File: config.mk
export PLATFORM = sky130hd
export DESIGN_NAME = multi_queue_linked_buffer
export DESIGN_NICKNAME = d
export VERILOG_FILES = /design/src/hdl/mqlb_pkg.sv /design/src/hdl/mqlb_ctrl.sv /design/src/hdl/mqlb_datapath.sv /design/src/hdl/multi_queue_linked_buffer.sv
export SDC_FILE = /design/constraint.sdc
export NUM_CORES = 1
export LEC_CHECK = 0
export BUFFER_PORTS_ARGS = -buffer_cell sky130_fd_sc_hd__buf_2
export CAP_MARGIN = 20
export CORE_MARGIN = 1.5
export CORE_UTILIZATION = 38
export DETAILED_ROUTE_END_ITERATION = 7
export PLACE_DENSITY = 0.62
export SYNTH_ARGS = -nofsm -noshare
export SYNTH_HDL_FRONTEND = slang
export SYNTH_HIERARCHICAL = 1
export SYNTH_SLANG_ARGS = --single-unit
File: constraint.sdc
create_clock -name clk -period 6 [get_ports clk]
set_input_delay 0.6 -clock clk [delete_from_list [all_inputs] [get_ports clk]]
set_output_delay 0.6 -clock clk [all_outputs]
set_load 0.005 [all_outputs]
File: src/hdl/mqlb_pkg.sv
`timescale 1ns / 1ps

package mqlb_pkg;

    // Default sizes of the shared slot store and of the queue table
    localparam int SLOTS_DEF      = 16;
    localparam int NUM_QUEUES_DEF = 8;

    // Field widths
    localparam int WORD_W   = 32;
    localparam int QIDX_W   = 3;
    localparam int ACTIVE_W = 4;

    // Reset value of the active queue count
    localparam logic [ACTIVE_W-1:0] ACTIVE_RESET = 4'd8;

    // Request kinds
    localparam logic KIND_PUSH = 1'b0;
    localparam logic KIND_POP  = 1'b1;

    // Result status codes
    typedef logic [1:0] status_t;
    localparam status_t ST_OK        = 2'd0;
    localparam status_t ST_INVALID   = 2'd1;
    localparam status_t ST_OVERFLOW  = 2'd2;
    localparam status_t ST_UNDERFLOW = 2'd3;

    // Commands from the controller to the datapath
    typedef struct packed {
        logic capture;  // take a new request and issue the store reads
        logic finish;   // update pointers and links, register the result
    } mqlb_cmd_t;

endpackage

File: src/hdl/mqlb_ctrl.sv
`timescale 1ns / 1ps

module mqlb_ctrl
    import mqlb_pkg::*;
(
    input  logic      clk,
    input  logic      rst_n,
    input  logic      start,
    output logic      busy,
    output logic      done,
    output mqlb_cmd_t cmd
);

    typedef enum logic {
        S_IDLE,
        S_EXEC
    } state_t;

    state_t state_reg;
    state_t state_next;
    logic   done_reg;

    // Advance on a new request, return to idle after the update cycle
    always_comb
    begin
        state_next = state_reg;
        unique case (state_reg)
            S_IDLE:
            begin
                if (start)
                begin
                    state_next = S_EXEC;
                end
            end
            S_EXEC:
            begin
                state_next = S_IDLE;
            end
            default:
            begin
                state_next = S_IDLE;
            end
        endcase
    end

    // Hold state and the result strobe
    always_ff @(posedge clk or negedge rst_n)
    begin
        if (!rst_n)
        begin
            state_reg <= S_IDLE;
            done_reg  <= 1'b0;
        end
        else
        begin
            state_reg <= state_next;
            done_reg  <= (state_reg == S_EXEC);
        end
    end

    // Drive datapath commands
    always_comb
    begin
        cmd.capture = start && (state_reg == S_IDLE);
        cmd.finish  = (state_reg == S_EXEC);
    end

    assign busy = (state_reg == S_EXEC);
    assign done = done_reg;

endmodule

File: src/hdl/mqlb_datapath.sv
`timescale 1ns / 1ps

module mqlb_datapath
    import mqlb_pkg::*;
#(
    parameter int SLOTS      = SLOTS_DEF,
    parameter int NUM_QUEUES = NUM_QUEUES_DEF
)
(
    input  logic                       clk,
    input  logic                       rst_n,
    input  mqlb_cmd_t                  cmd,
    input  logic                       kind,
    input  logic        [QIDX_W-1:0]   queue_index,
    input  logic signed [WORD_W-1:0]   write_value,
    input  logic                       cfg_wr_en,
    input  logic        [ACTIVE_W-1:0] cfg_wr_data,
    output status_t                    status,
    output logic signed [WORD_W-1:0]   read_value
);

    localparam int AW   = (SLOTS > 1) ? $clog2(SLOTS) : 1;
    localparam int PW   = $clog2(SLOTS + 1);
    localparam int QW   = (NUM_QUEUES > 1) ? $clog2(NUM_QUEUES) : 1;
    localparam int QXW  = (QW > QIDX_W) ? QW : QIDX_W;
    localparam logic [PW-1:0] NULL_PTR = PW'(SLOTS);

    // Slot stores
    logic [WORD_W-1:0] data_mem [SLOTS];
    logic [PW-1:0]     link_mem [SLOTS];

    // Queue table and free list
    logic [PW-1:0]       head_reg [NUM_QUEUES];
    logic [PW-1:0]       tail_reg [NUM_QUEUES];
    logic [PW-1:0]       free_head_reg;
    logic [PW-1:0]       fresh_reg;   // lowest slot never handed out
    logic [ACTIVE_W-1:0] active_reg;

    // Captured request
    logic              kind_reg;
    logic [QW-1:0]     q_reg;
    logic [PW-1:0]     slot_reg;
    status_t           err_reg;
    logic [PW-1:0]     link_rd_reg;
    logic [WORD_W-1:0] data_rd_reg;

    // Result registers
    status_t           status_reg;
    logic [WORD_W-1:0] read_value_reg;

    logic [QXW-1:0] q_ext;
    logic [QW-1:0]  q_idx;
    logic           q_valid;
    status_t        req_status;
    logic [PW-1:0]  slot_sel;
    logic           commit;
    logic           link_we;
    logic [PW-1:0]  link_wa;
    logic [PW-1:0]  link_wd;

    // Check the request and pick the slot it touches
    always_comb
    begin
        q_ext    = QXW'(queue_index);
        q_idx    = q_ext[QW-1:0];
        q_valid  = ({1'b0, queue_index} < active_reg) && (int'(queue_index) < NUM_QUEUES);
        slot_sel = (kind == KIND_POP) ? head_reg[q_idx] : free_head_reg;
        if (!q_valid)
        begin
            req_status = ST_INVALID;
        end
        else if ((kind == KIND_PUSH) && (free_head_reg >= NULL_PTR))
        begin
            req_status = ST_OVERFLOW;
        end
        else if ((kind == KIND_POP) && (head_reg[q_idx] >= NULL_PTR))
        begin
            req_status = ST_UNDERFLOW;
        end
        else
        begin
            req_status = ST_OK;
        end
    end

    // Select the single link write of the update cycle
    always_comb
    begin
        commit = cmd.finish && (err_reg == ST_OK);
        if (kind_reg == KIND_POP)
        begin
            link_we = 1'b1;
            link_wa = slot_reg;
            link_wd = free_head_reg;
        end
        else
        begin
            link_we = (head_reg[q_reg] < NULL_PTR) && (tail_reg[q_reg] < NULL_PTR);
            link_wa = tail_reg[q_reg];
            link_wd = slot_reg;
        end
    end

    // Read both stores on capture, store the pushed word, write links on update
    always_ff @(posedge clk)
    begin
        if (cmd.capture)
        begin
            link_rd_reg <= link_mem[slot_sel[AW-1:0]];
            data_rd_reg <= data_mem[slot_sel[AW-1:0]];
            if ((kind == KIND_PUSH) && (req_status == ST_OK))
            begin
                data_mem[slot_sel[AW-1:0]] <= write_value;
            end
        end
        if (commit && link_we)
        begin
            link_mem[link_wa[AW-1:0]] <= link_wd;
        end
    end

    // Hold the captured request
    always_ff @(posedge clk)
    begin
        if (cmd.capture)
        begin
            kind_reg <= kind;
            q_reg    <= q_idx;
            slot_reg <= slot_sel;
        end
        if (cmd.finish)
        begin
            status_reg <= err_reg;
            if (kind_reg == KIND_POP)
            begin
                read_value_reg <= (err_reg == ST_OK) ? data_rd_reg : '1;
            end
            else
            begin
                read_value_reg <= '0;
            end
        end
    end

    // Update queue pointers, free list and the active count
    always_ff @(posedge clk or negedge rst_n)
    begin
        if (!rst_n)
        begin
            for (int i = 0; i < NUM_QUEUES; i++)
            begin
                head_reg[i] <= NULL_PTR;
                tail_reg[i] <= NULL_PTR;
            end
            free_head_reg <= '0;
            fresh_reg     <= '0;
            active_reg    <= ACTIVE_RESET;
            err_reg       <= ST_OK;
        end
        else
        begin
            if (cfg_wr_en)
            begin
                active_reg <= cfg_wr_data;
            end
            if (cmd.capture)
            begin
                err_reg <= req_status;
            end
            if (commit)
            begin
                if (kind_reg == KIND_PUSH)
                begin
                    // never-used slots chain to the next one in order
                    if (slot_reg == fresh_reg)
                    begin
                        free_head_reg <= slot_reg + PW'(1);
                        fresh_reg     <= fresh_reg + PW'(1);
                    end
                    else
                    begin
                        free_head_reg <= link_rd_reg;
                    end
                    if (head_reg[q_reg] >= NULL_PTR)
                    begin
                        head_reg[q_reg] <= slot_reg;
                    end
                    tail_reg[q_reg] <= slot_reg;
                end
                else
                begin
                    // the tail slot ends the queue
                    head_reg[q_reg] <= (slot_reg == tail_reg[q_reg]) ? NULL_PTR : link_rd_reg;
                    free_head_reg   <= slot_reg;
                end
            end
        end
    end

    assign status     = status_reg;
    assign read_value = $signed(read_value_reg);

endmodule

File: src/hdl/multi_queue_linked_buffer.sv
// A request taken at a clock edge has the link and data stores read into registers; then, in
// the update state, pointers and links are updated and the result is registered, with done
// high for one cycle. A new request is taken only after the update; busy is high during it.
// Results cannot be stalled by the receiver. Reset (rst_n low, asynchronous) empties all queues,
// restores the full free list and sets the active queue count to 8; no clearing pass is run.
`timescale 1ns / 1ps

module multi_queue_linked_buffer
    import mqlb_pkg::*;
#(
    parameter int SLOTS      = SLOTS_DEF,
    parameter int NUM_QUEUES = NUM_QUEUES_DEF
)
(
    input  logic                       clk,
    input  logic                       rst_n,
    input  logic                       start,
    output logic                       busy,
    input  logic                       kind,
    input  logic        [QIDX_W-1:0]   queue_index,
    input  logic signed [WORD_W-1:0]   write_value,
    input  logic                       cfg_wr_en,
    input  logic        [ACTIVE_W-1:0] cfg_wr_data,
    output logic                       done,
    output logic        [1:0]          status,
    output logic signed [WORD_W-1:0]   read_value
);

    mqlb_cmd_t cmd;
    status_t   status_w;

    // Sequence each request
    mqlb_ctrl u_ctrl (
        .clk   (clk),
        .rst_n (rst_n),
        .start (start),
        .busy  (busy),
        .done  (done),
        .cmd   (cmd)
    );

    // Stores, pointers and result registers
    mqlb_datapath #(
        .SLOTS      (SLOTS),
        .NUM_QUEUES (NUM_QUEUES)
    ) u_datapath (
        .clk         (clk),
        .rst_n       (rst_n),
        .cmd         (cmd),
        .kind        (kind),
        .queue_index (queue_index),
        .write_value (write_value),
        .cfg_wr_en   (cfg_wr_en),
        .cfg_wr_data (cfg_wr_data),
        .status      (status_w),
        .read_value  (read_value)
    );

    assign status = status_w;

endmodule
# [After elaboration in Yosys (flattened, before gate mapping)]
# Memory sizes are Yosys's and may differ from the RTL's. A register that Yosys moved wholly into a read port is not among the register bits.
# Index checks and enable logic that the tools add are counted.
# W data, S select, Z words.
[totals] regBits=141 ram_bits=592 in_bits=44 n_memories=2
[classes] n_addsub=2 magnitude_cmp=9 eq_ne=2 n_mux=34 n_bitwise=5 n_reduce_logical=14
[mem_list] memory="u_datapath.data_mem" words=16 word_bits=32 rd=1 rd_clocked_by_memory_dff=1 wr=1 line="mqlb_datapath.sv:29" source="logic [WORD_W-1:0] data_mem [SLOTS];"
[mem_list] memory="u_datapath.link_mem" words=16 word_bits=5 rd=1 rd_clocked_by_memory_dff=1 wr=1 line="mqlb_datapath.sv:30" source="logic [PW-1:0] link_mem [SLOTS];"
[op_table] cell="$bwmux W40" count=3
[op_table] cell="$mux W40" count=2
[op_table] cell="$mux W5" count=12
[op_table] cell="$bmux W5 S3" count=3
[op_table] cell="$mux W32" count=1
[op_table] cell="$demux W5 S3" count=1
[op_table] cell="$ge A5 B5 Y1 const B" count=3
[op_table] cell="$add A5 B1 Y5 const B" count=2
[op_table] cell="$eq A5 B5 Y1" count=2
[op_table] cell="$lt A5 B5 Y1 const B" count=2
[op_table] cell="$ge A4 B4 Y1 const B" count=2
[op_table] cell="$logic_and A1 B1 Y1" count=8
[op_table] cell="$not A3 Y4" count=2
[op_table] cell="$mux W1" count=7
[op_table] cell="$mux W2" count=3
[op_table] cell="$logic_not A2 Y1" count=2
[op_table] cell="$lt A3 B4 Y1" count=1
[op_table] cell="$lt A4 B1 Y1 const B" count=1
[op_table] cell="$mux W4" count=1
[op_table] cell="$reduce_and A2 Y1" count=2
[op_table] cell="$not A1 Y1" count=3
[op_table] cell="$reduce_and A3 Y1" count=1
[op_table] cell="$pmux W1 S2" count=1
[op_table] cell="$reduce_bool A2 Y1" count=1

# [Logic depth before layout (Yosys ltp)]
# Gate-level depths: netlist of the first run.
[depth] ltp_word=14 mapped_depth=11 depth_no_buf=8

# [Hierarchy]
# The synthesis of the first run kept the hierarchy.
[modules_own_cells] mod="mqlb_datapath" n_inst=1 cells_each=3204 area_each_um2=37070.6 seq_area_each_um2=22602.9
[modules_own_cells] mod="mqlb_ctrl" n_inst=1 cells_each=5 area_each_um2=78.8 seq_area_each_um2=50.0

# [Worst setup path after synthesis of the first run]
# OpenSTA, ideal clock, no wires.
[synth_path] path_type="input port to flip-flop" startpoint="input queue_index[0]" endpoint="memory u_datapath.data_mem[2][0] (enable)" setup_time_ns=0.421 t_arrival_ns=3.389 required_time_ns=5.579 setup_slack_ns=2.190 path_stages=9 cell_sequence="buf_4 buf_6 mux4_2 mux2i_1 nand2_1 o21ai_2 nand2_1 clkbuf_1 nor2_1"
[synth_via] elab_chain_len=14
[synth_rtl] item="start: declaration" line="multi_queue_linked_buffer.sv:20" source="input logic [QIDX_W-1:0] queue_index,"
[synth_rtl] item="$not A3 Y4 (implied by the code)" line="mqlb_datapath.sv:67, mqlb_datapath.sv:76"
[synth_rtl] item="$bmux W5 S3" line="mqlb_datapath.sv:67, mqlb_datapath.sv:76"
[synth_rtl] item="$mux W5 (implied by the code) (2 in a row)" line="mqlb_datapath.sv:67, mqlb_datapath.sv:76"
[synth_rtl] item="$ge A5 B5 Y1" line="mqlb_datapath.sv:76" source="else if ((kind == KIND_POP) && (head_reg[q_idx] >= NULL_PTR))"
[synth_rtl] item="$logic_and A1 B1 Y1" line="mqlb_datapath.sv:76"
[synth_rtl] item="$mux W2" line="mqlb_datapath.sv:76"
[synth_rtl] item="$mux W2" line="mqlb_datapath.sv:72" source="else if ((kind == KIND_PUSH) && (free_head_reg >= NULL_PTR))"
[synth_rtl] item="$mux W2" line="mqlb_datapath.sv:68" source="if (!q_valid)"
[synth_rtl] item="$logic_not A2 Y1" line="mqlb_datapath.sv:111" source="if ((kind == KIND_PUSH) && (req_status == ST_OK))"
[synth_rtl] item="$logic_and A1 B1 Y1" line="mqlb_datapath.sv:111"
[synth_rtl] item="$mux W1" line="mqlb_datapath.sv:111"
[synth_rtl] item="$mux W1" line="mqlb_datapath.sv:107" source="if (cmd.capture)"
[synth_rtl] item="$mux W1 (implied by the code)" line="mqlb_datapath.sv:113" source="data_mem[slot_sel[AW-1:0]] <= write_value;"
[synth_rtl] item="end: declaration" line="mqlb_datapath.sv:29"
# Several ways; a longest one is shown, not always the timed one. The select of a mux whose other input is x is not followed.

# [Worst setup path after layout of the first run]
[layout_path] startpoint="register u_datapath.active_reg[1]" endpoint="memory u_datapath.data_mem[1][28] (enable)"
[layout_via] elab_chain_len=7
[layout_rtl] item="start: declaration" line="mqlb_datapath.sv:37" source="logic [ACTIVE_W-1:0] active_reg;"
[layout_rtl] item="start signal: assignment" line="mqlb_datapath.sv:164" source="active_reg <= cfg_wr_data;"
[layout_rtl] item="$lt A3 B4 Y1" line="mqlb_datapath.sv:66" source="q_valid = ({1'b0, queue_index} < active_reg) && (int'(queue_index) < NUM_QUEUES);"
[layout_rtl] item="$mux W2" line="mqlb_datapath.sv:68"
[layout_rtl] item="$logic_not A2 Y1" line="mqlb_datapath.sv:111"
[layout_rtl] item="$logic_and A1 B1 Y1" line="mqlb_datapath.sv:111"
[layout_rtl] item="$mux W1" line="mqlb_datapath.sv:111"
[layout_rtl] item="$mux W1" line="mqlb_datapath.sv:107"
[layout_rtl] item="$mux W1 (implied by the code)" line="mqlb_datapath.sv:113"
# Every way passes these cells.

==> qor.yml, run 1 <==
run_status:
  run_status: "finished clean"
final_layout:
  most_common_library_cell_in_the_layout_ignoring_fill_and_taps: "sky130_fd_sc_hd__a21oi_1"
  utilization_pct: 42.75
  proportion_of_layout_cells_with_a_drive_suffix_above_1_pct: 12.48
  layout_area_growth_over_synthesis_pct: 11.30
  largest_register_ff_count: 512
  final_nets: 3198
  most_frequent_cells_in_the_layout: "sky130_fd_sc_hd__a21oi_1 (911), sky130_fd_sc_hd__edfxtp_1 (672), sky130_fd_sc_hd__nand2_1 (326), sky130_fd_sc_hd__mux2i_1 (321), sky130_fd_sc_hd__o22ai_1 (149)"
synth:
  synth_enable_flop_cells: 672
  postSynthNetCount: 3257
  async_reset_ff_share_pct: 12.73
  synth_sequential_area_ratio_pct: 60.98
  yosys_register_bits: 770
  yosys_most_used_dff: "sky130_fd_sc_hd__edfxtp_1"
  synth_cell_type_count: 59
  netlist_top_cells_area: "sky130_fd_sc_hd__edfxtp_1 (54%), sky130_fd_sc_hd__a21oi_1 (12%), sky130_fd_sc_hd__mux2i_1 (8.6%)"
  synthCells: 3209
  synth_area_um2: 37150
  share_of_the_synthesized_area_in_the_top_cell_type_pct: 54.32
  synthDominantAreaCellType: "sky130_fd_sc_hd__edfxtp_1"
  synth_warnings: 6
  average_cell_area_after_synthesis_um2: 11.58
sta:
  slew_viol_final: 0
  final-hold-violation-count: 0
  final.period_utilization_pct: 58.71
  totalNegativeSetupSlack_ns: 0
  setup_viol: 0
  fin_skew_ns: 0.03550
  worst_pin_slew_ns: 1.221
  grt_setup_unrepaired: "false"
  max_slew_margin_pct: 18.62
  post-route-min-period_ns: 3.523
  maxClockFrequency_mhz: 283.9
worst_setup_path:
  timing_worst_setup_path_type: "flip-flop to flip-flop"
  chain_of_cells_forming_the_critical_path: "inv_1, ha_1, a21o_1, a21oi_1, o21ai_0, nor3_1, nand2_1, nor2_4, buf_4"
  required_time_of_the_critical_path_ns: 6.32
  crit_path_end_kind: "flip-flop"
  reg2reg_depth: 9
  reg2reg_setup_slack_ns: 2.48
  max_stage_delay_ns: 0.91
  slowest_stage: "sky130_fd_sc_hd__nor2_4"
  start_kind: "flip-flop"
  endpoint: "u_datapath/data_mem[1][28]$_DFFE_PP_"
  regToRegEndpoint: "u_datapath/data_mem[1][28]$_DFFE_PP_"
  timing.rr.start: "u_datapath/active_reg[1]$_DFFE_PN0P_"
  maximum_fanout_along_the_worst_path: 24
  beginning_of_the_critical_path: "u_datapath/active_reg[1]$_DFFE_PN0P_"
  cp_arrival_ns: 3.84
power:
  irDropWorstVdd_v: 0.0003253
  power_density_nw_per_um2: 411.2
  leakage_dissipation_nw: 14.36
clocking:
  cts_max_level: 3
  clkSlewWorstSetupHoldPaths_ns: 0.06
  post-cts-setup-buffers: 0
  cts_tree: "done"
  max-clock-path-buffers: 3
  clock_sink_count: 770
  clock_insertion_delay_worst_skew_ns: 0.65
  cts-buffers-inserted: 80
  cts-root-buf: "sky130_fd_sc_hd__clkbuf_16"
floorplan:
  fp.coreArea_um2: 96710
  area_of_the_die_um2: 99650
  initial_utilization_pct: 38.41
  die_w_um: 315.7
  die_y_um: 315.7
  num_io_pins: 80
  rows: 114
detailed_routing:
  post_route_antenna_net_violation_count: 0
  initialDrtViolationCount: 2588
  routed_wirelength_um: 100300
  vias: 26116
  routed_wire_length_per_instance_um: 22.34
  via_density_per_instance: 5.816
  first_pass_iters: 7
  route.detailed.drc: 0
global_route:
  largest_net_degree_at_the_start_of_global_routing: 126
  grtUsageMet2_pct: 32.82
  grt_busiest_layer: "met2"
  gr-total-overflow: 0
  global_route_usage_over_all_layers_pct: 19.92
  wire_length_of_the_first_global_routing_pass_um: 152300
  met3_usage_pct: 3.122
  grt_pass1_vias: 24965
  initial_antenna_violation_count: 11
  grt.met1_usage_pct: 26.61
run:
  maxCapViolations: 0
placed_design:
  hpwlAfterDp_um: 59460
  finalWeightedCongestion: 0.7894
  placement.io_buffers: 79
hold_path:
  hold_path_class: "input pin to flip-flop"
==> layer usage <==
layer	vias up	share of wire, %
li1	12009	-
met1	12904	42
met2	1014	48
met3	173	7.3
met4	16	3.0
met5	-	0.10
==> worst min-delay path by stage <==
stage / startpoint / end / slack [ns] / cells past startpoint
2_1_floorplan: rst_n / u_ctrl/busy$_DFF_PN0_ / 0.30 / 0
3_3_place_gp: u_datapath/head_reg[19]$_DFFE_PN1P_ / u_datapath/head_reg[19]$_DFFE_PN1P_ / 0.46 / 2
3_5_place_dp: u_datapath/head_reg[14]$_DFFE_PN1P_ / u_datapath/head_reg[14]$_DFFE_PN1P_ / 0.48 / 2
4_1_cts: cfg_wr_data[2] / u_datapath/active_reg[2]$_DFFE_PN0P_ / 0.13 / 3
5_1_grt: cfg_wr_data[3] / u_datapath/active_reg[3]$_DFFE_PN1P_ / 0.18 / 2
6_report: cfg_wr_data[2] / u_datapath/active_reg[2]$_DFFE_PN0P_ / 0.17 / 3
==> synth_stat cells (18+ instances only) <==
cell	n
sky130_fd_sc_hd__a21oi_1	911
sky130_fd_sc_hd__a21oi_2	18
sky130_fd_sc_hd__buf_2	64
sky130_fd_sc_hd__clkbuf_1	184
sky130_fd_sc_hd__dfrtp_1	81
sky130_fd_sc_hd__edfxtp_1	672
sky130_fd_sc_hd__mux2_2	51
sky130_fd_sc_hd__mux2i_1	321
sky130_fd_sc_hd__nand2_1	330
sky130_fd_sc_hd__nor2_1	151
sky130_fd_sc_hd__o221ai_1	37
sky130_fd_sc_hd__o22a_1	37
sky130_fd_sc_hd__o22ai_1	149
==> cells by family after synthesis <==
kind of cell,count (synthesis),share of synthesized area [%]
compound gates,1197,17.95
flops,770,60.98
simple gates,533,5.887
mux,388,11.00
buf+inv,302,3.651
xor+xnor,15,0.3941
fa+ha+maj,4,0.1347
==> report_power, final <==
group / total [mW] / internal, mW / switching (mW)
logic: 5.50 / 2.03 / 3.47
clock network: 4.88 / 2.81 / 2.07
registers: 6.62 / 6.32 / 0.294
==> critical path: cells and delay by family, from the launching register on <==
family | cells | cell delay [ns]
fa+ha+maj | 1 | 0.23
buf+inv | 2 | 0.43
flops | 1 | 0.35
simple gates | 3 | 1.58
compound gates | 3 | 0.60
==> final cells by class <==
class | count | area [um2]
timing repair buffer | 142 | 1176
clock inverter | 46 | 397.9
multi-input combinational | 2137 | 13290
tap | 1276 | 1597
antenna | 1 | 2.502
sequential | 770 | 22660
fill | 8826 | 55360
clock buffer | 99 | 2156
inverter | 19 | 71.32
==> metrics by stage <==
stage	hold slack, ns	power, mW	cells	worst slack, ns	instance area (um2)
after global routing	0.1841	17.78	4490	2.345	41350
after global placement	0.4601	12.07	4334	1.953	38570
final	0.1669	17.00	4490	2.477	41350
after detailed placement	0.4779	12.14	4342	1.885	38750
after floorplan	0.3044	10.66	3209	2.190	37150
after CTS	0.1252	17.03	4488	2.418	41320
==> what timing repair did <==
action / 4_1_cts / 5_1_grt
endpoints found under the hold margin: 28 / 0
hold buffers: 1 / 0
setup endpoints to repair: 0 / 0
resized for setup: 0 / 0
Note: power is estimated with default switching activity, not from simulation.
==> run 2: changes to the inputs <==
==> constraint.sdc (replaced) <==
create_clock -name clk -period 3.5 [get_ports clk]
set_input_delay 0.35 -clock clk [delete_from_list [all_inputs] [get_ports clk]]
set_output_delay 0.35 -clock clk [all_outputs]
set_load 0.005 [all_outputs]
==> run 2 against run 1 <==
  * Global-route usage shrank 0.079 points
  * Design area grew 2.7%
  * Critical path type unchanged
  * Die area is the same
  * Combinational power grew 77%
==> qor.yml, run 2 (synthesized netlist as in run 1, its figures left out) <==
placed_design:
  finalWeightedCongestion: 0.7806  # -1.1%
  pre_cts_ws_ns: 0.3099  # -1.575 ns
  placement.io_buffers: 79  # unchanged
  hpwlAfterDp_um: 57670  # -3.0%
clocking:
  max-clock-path-buffers: 3  # unchanged
  clock_sink_count: 770  # unchanged
  ctsResizeCount: 0  # unchanged
  clock_insertion_delay_worst_skew_ns: 0.66  # about the same
  cts_max_level: 3  # unchanged
  cts-buffers-inserted: 82  # +2.5%
  cts_tree: "done"
  cts-root-buf: "sky130_fd_sc_hd__clkbuf_16"
  clkSlewWorstSetupHoldPaths_ns: 0.06  # about the same
detailed_routing:
  routed_wire_length_per_instance_um: 21.81  # -2.4%
  route.detailed.drc: 0  # unchanged
  initialDrtViolationCount: 2597  # +0.35%
  vias: 26266  # +0.57%
  via_density_per_instance: 5.725  # -1.6%
  first_pass_iters: 5  # -2
  routed_wirelength_um: 100000  # -0.27%
  post_route_antenna_net_violation_count: 0  # unchanged
sta:
  final.setup.worst_slack_ns: 0.4023  # -2.075 ns
  grt_setup_unrepaired: "false"
  final.hold.worst_slack_ns: 0.03599  # -0.1310 ns
  post-route-min-period_ns: 3.098  # -0.4250 ns
  fin_skew_ns: 0.02499  # -0.01051 ns
  final.period_utilization_pct: 88.51  # +30 points
  maxClockFrequency_mhz: 322.8  # +14%
  setup_viol: 0  # unchanged
  worst_pin_slew_ns: 1.089  # -0.1314 ns
  max_slew_margin_pct: 27.38  # +8.8 points
  final-hold-violation-count: 0  # unchanged
  slew_viol_final: 0  # unchanged
global_route:
  gr-total-overflow: 0  # unchanged
  grt_pass1_vias: 25439  # +1.9%
  global_route_usage_over_all_layers_pct: 19.84  # -0.079 points
  wire_length_of_the_first_global_routing_pass_um: 151900  # -0.30%
  largest_net_degree_at_the_start_of_global_routing: 172  # +37%
  initial_antenna_violation_count: 13  # +2
floorplan:
  area_of_the_die_um2: 99650  # unchanged
  rows: 114  # unchanged
  num_io_pins: 80  # unchanged
  initial_utilization_pct: 38.41  # unchanged
  fp.coreArea_um2: 96710  # unchanged
  die_w_um: 315.7  # unchanged
  die_y_um: 315.7  # unchanged
final_layout:
  filler_cell_count_in_the_final_layout: 8781  # -0.51%
  layout_area_growth_over_synthesis_pct: 14.35
  largest_register_ff_count: 512  # unchanged
  most_frequent_cells_in_the_layout: "sky130_fd_sc_hd__a21oi_1 (911), sky130_fd_sc_hd__edfxtp_1 (672), sky130_fd_sc_hd__nand2_1 (326), sky130_fd_sc_hd__mux2i_1 (321), sky130_fd_sc_hd__o22ai_1 (149)"
  most_common_library_cell_in_the_layout_ignoring_fill_and_taps: "sky130_fd_sc_hd__a21oi_1"
  proportion_of_layout_cells_with_a_drive_suffix_above_1_pct: 14.39  # +1.9 points
  final_nets: 3288  # +2.8%
power:
  leakage_dissipation_nw: 14.93  # +4.0%
  power_density_nw_per_um2: 696.1  # +69%
  irDropWorstVdd_v: 0.0003740  # +15%
worst_setup_path:
  start_kind: "flip-flop"
  cp_arrival_ns: 3.37  # -0.47 ns
  crit_path_end_kind: "flip-flop"
  maximum_fanout_along_the_worst_path: 11  # -54%
  timing_worst_setup_path_type: "flip-flop to flip-flop"
  required_time_of_the_critical_path_ns: 3.77  # -2.55 ns
run:
  maxCapViolations: 0  # unchanged
run_status:
  run_status: "finished clean"
hold_path:
  hold_path_class: "input pin to flip-flop"
[run 2: changes by cell type in the layout (fill, tap and decap cells not counted), moves of 3 or more]
cell	change
sky130_fd_sc_hd__buf_12	+35
sky130_fd_sc_hd__buf_16	-3
sky130_fd_sc_hd__buf_4	+48
sky130_fd_sc_hd__clkbuf_1	+10
sky130_fd_sc_hd__clkbuf_16	+3
sky130_fd_sc_hd__clkinv_2	-4
sky130_fd_sc_hd__diode_2	+3
sky130_fd_sc_hd__dlygate4sd3_1	+8
[run 2: worst paths after layout]
| kind | depth (start not counted) | slack, ns | start | endpoint |
|---|---|---|---|---|
| worst max-delay path | 8 | 0.40 | u_datapath/q_reg[2]$_DFFE_PP_ | u_datapath/link_mem[5][1]$_DFFE_PP_ |
| worst min register to register | 2 | 0.48 | u_datapath/head_reg[4]$_DFFE_PN1P_ | u_datapath/head_reg[4]$_DFFE_PN1P_ |
| worst min-delay path | 2 | 0.04 | cfg_wr_en | u_datapath/active_reg[3]$_DFFE_PN1P_ |
| min in group asynchronous | 2 | 0.12 | rst_n | u_datapath/head_reg[35]$_DFFE_PN0P_ |
| worst max register to register | 8 | 0.40 | u_datapath/q_reg[2]$_DFFE_PP_ | u_datapath/link_mem[5][1]$_DFFE_PP_ |
| max in group asynchronous | 4 | 2.56 | rst_n | u_ctrl/busy$_DFF_PN0_ |
[run 2: layout make-up]
cell class / count / area [um2] / area share (%)
Sequential cell: 770 / 22660 / 53.34
Tap cell: 1276 / 1597 / 3.758
Antenna cell: 4 / 10.01 / 0.02356
Multi-Input combinational cell: 2137 / 13290 / 31.28
Clock buffer: 110 / 2241 / 5.275
Clock inverter: 42 / 380.4 / 0.8954
Timing Repair Buffer: 230 / 2235 / 5.260
Inverter: 19 / 71.32 / 0.1679
[run 2: worst max-delay path: stages (launching register included)]
cell and delay [ns]:
sky130_fd_sc_hd__edfxtp_1 0.59, sky130_fd_sc_hd__buf_4 0.26, sky130_fd_sc_hd__mux2_1 0.34, sky130_fd_sc_hd__a32oi_1 0.27
sky130_fd_sc_hd__o2111ai_1 0.19, sky130_fd_sc_hd__a21o_1 0.27, sky130_fd_sc_hd__nor2b_1 0.18, sky130_fd_sc_hd__nand2b_1 0.15
sky130_fd_sc_hd__nor2_1 0.47
[run 2: routing by layer]
layer,vias to the layer above,share of wire [%],GRT usage (%)
li1,12202,-,-
met1,12975,43,26.71
met2,903,47,32.22
met3,168,7.2,3.398
met4,18,2.5,7.253
met5,-,0.10,0
[run 2: report_power, final]
group | total (mW) | switching, mW | leakage, nW | internal, mW
clock | 8.52 | 3.57 | 1.28 | 4.94
combinational | 9.76 | 5.87 | 6.34 | 3.89
sequential | 11.3 | 0.459 | 7.31 | 10.8
[run 2: metrics by stage]
step | std cells | area, um2 | util, % | power [mW] | TNS (ns)
floorplan | 3209 | 37150 | - | 18.27 | -8.894
global placement | 4422 | 39730 | 41.08 | 20.97 | 0
detailed placement | 4422 | 39730 | 41.08 | 21.10 | 0
CTS | 4583 | 42440 | 43.89 | 29.65 | 0
global route | 4585 | 42470 | 43.92 | 30.99 | 0
finish | 4588 | 42480 | 43.93 | 29.57 | 0
[run 2: repair_timing]
action | 4_1_cts | 5_1_grt
hold endpoints to repair | 66 | 0
setup buffers | 0 | 0
hold buffers | 9 | 0
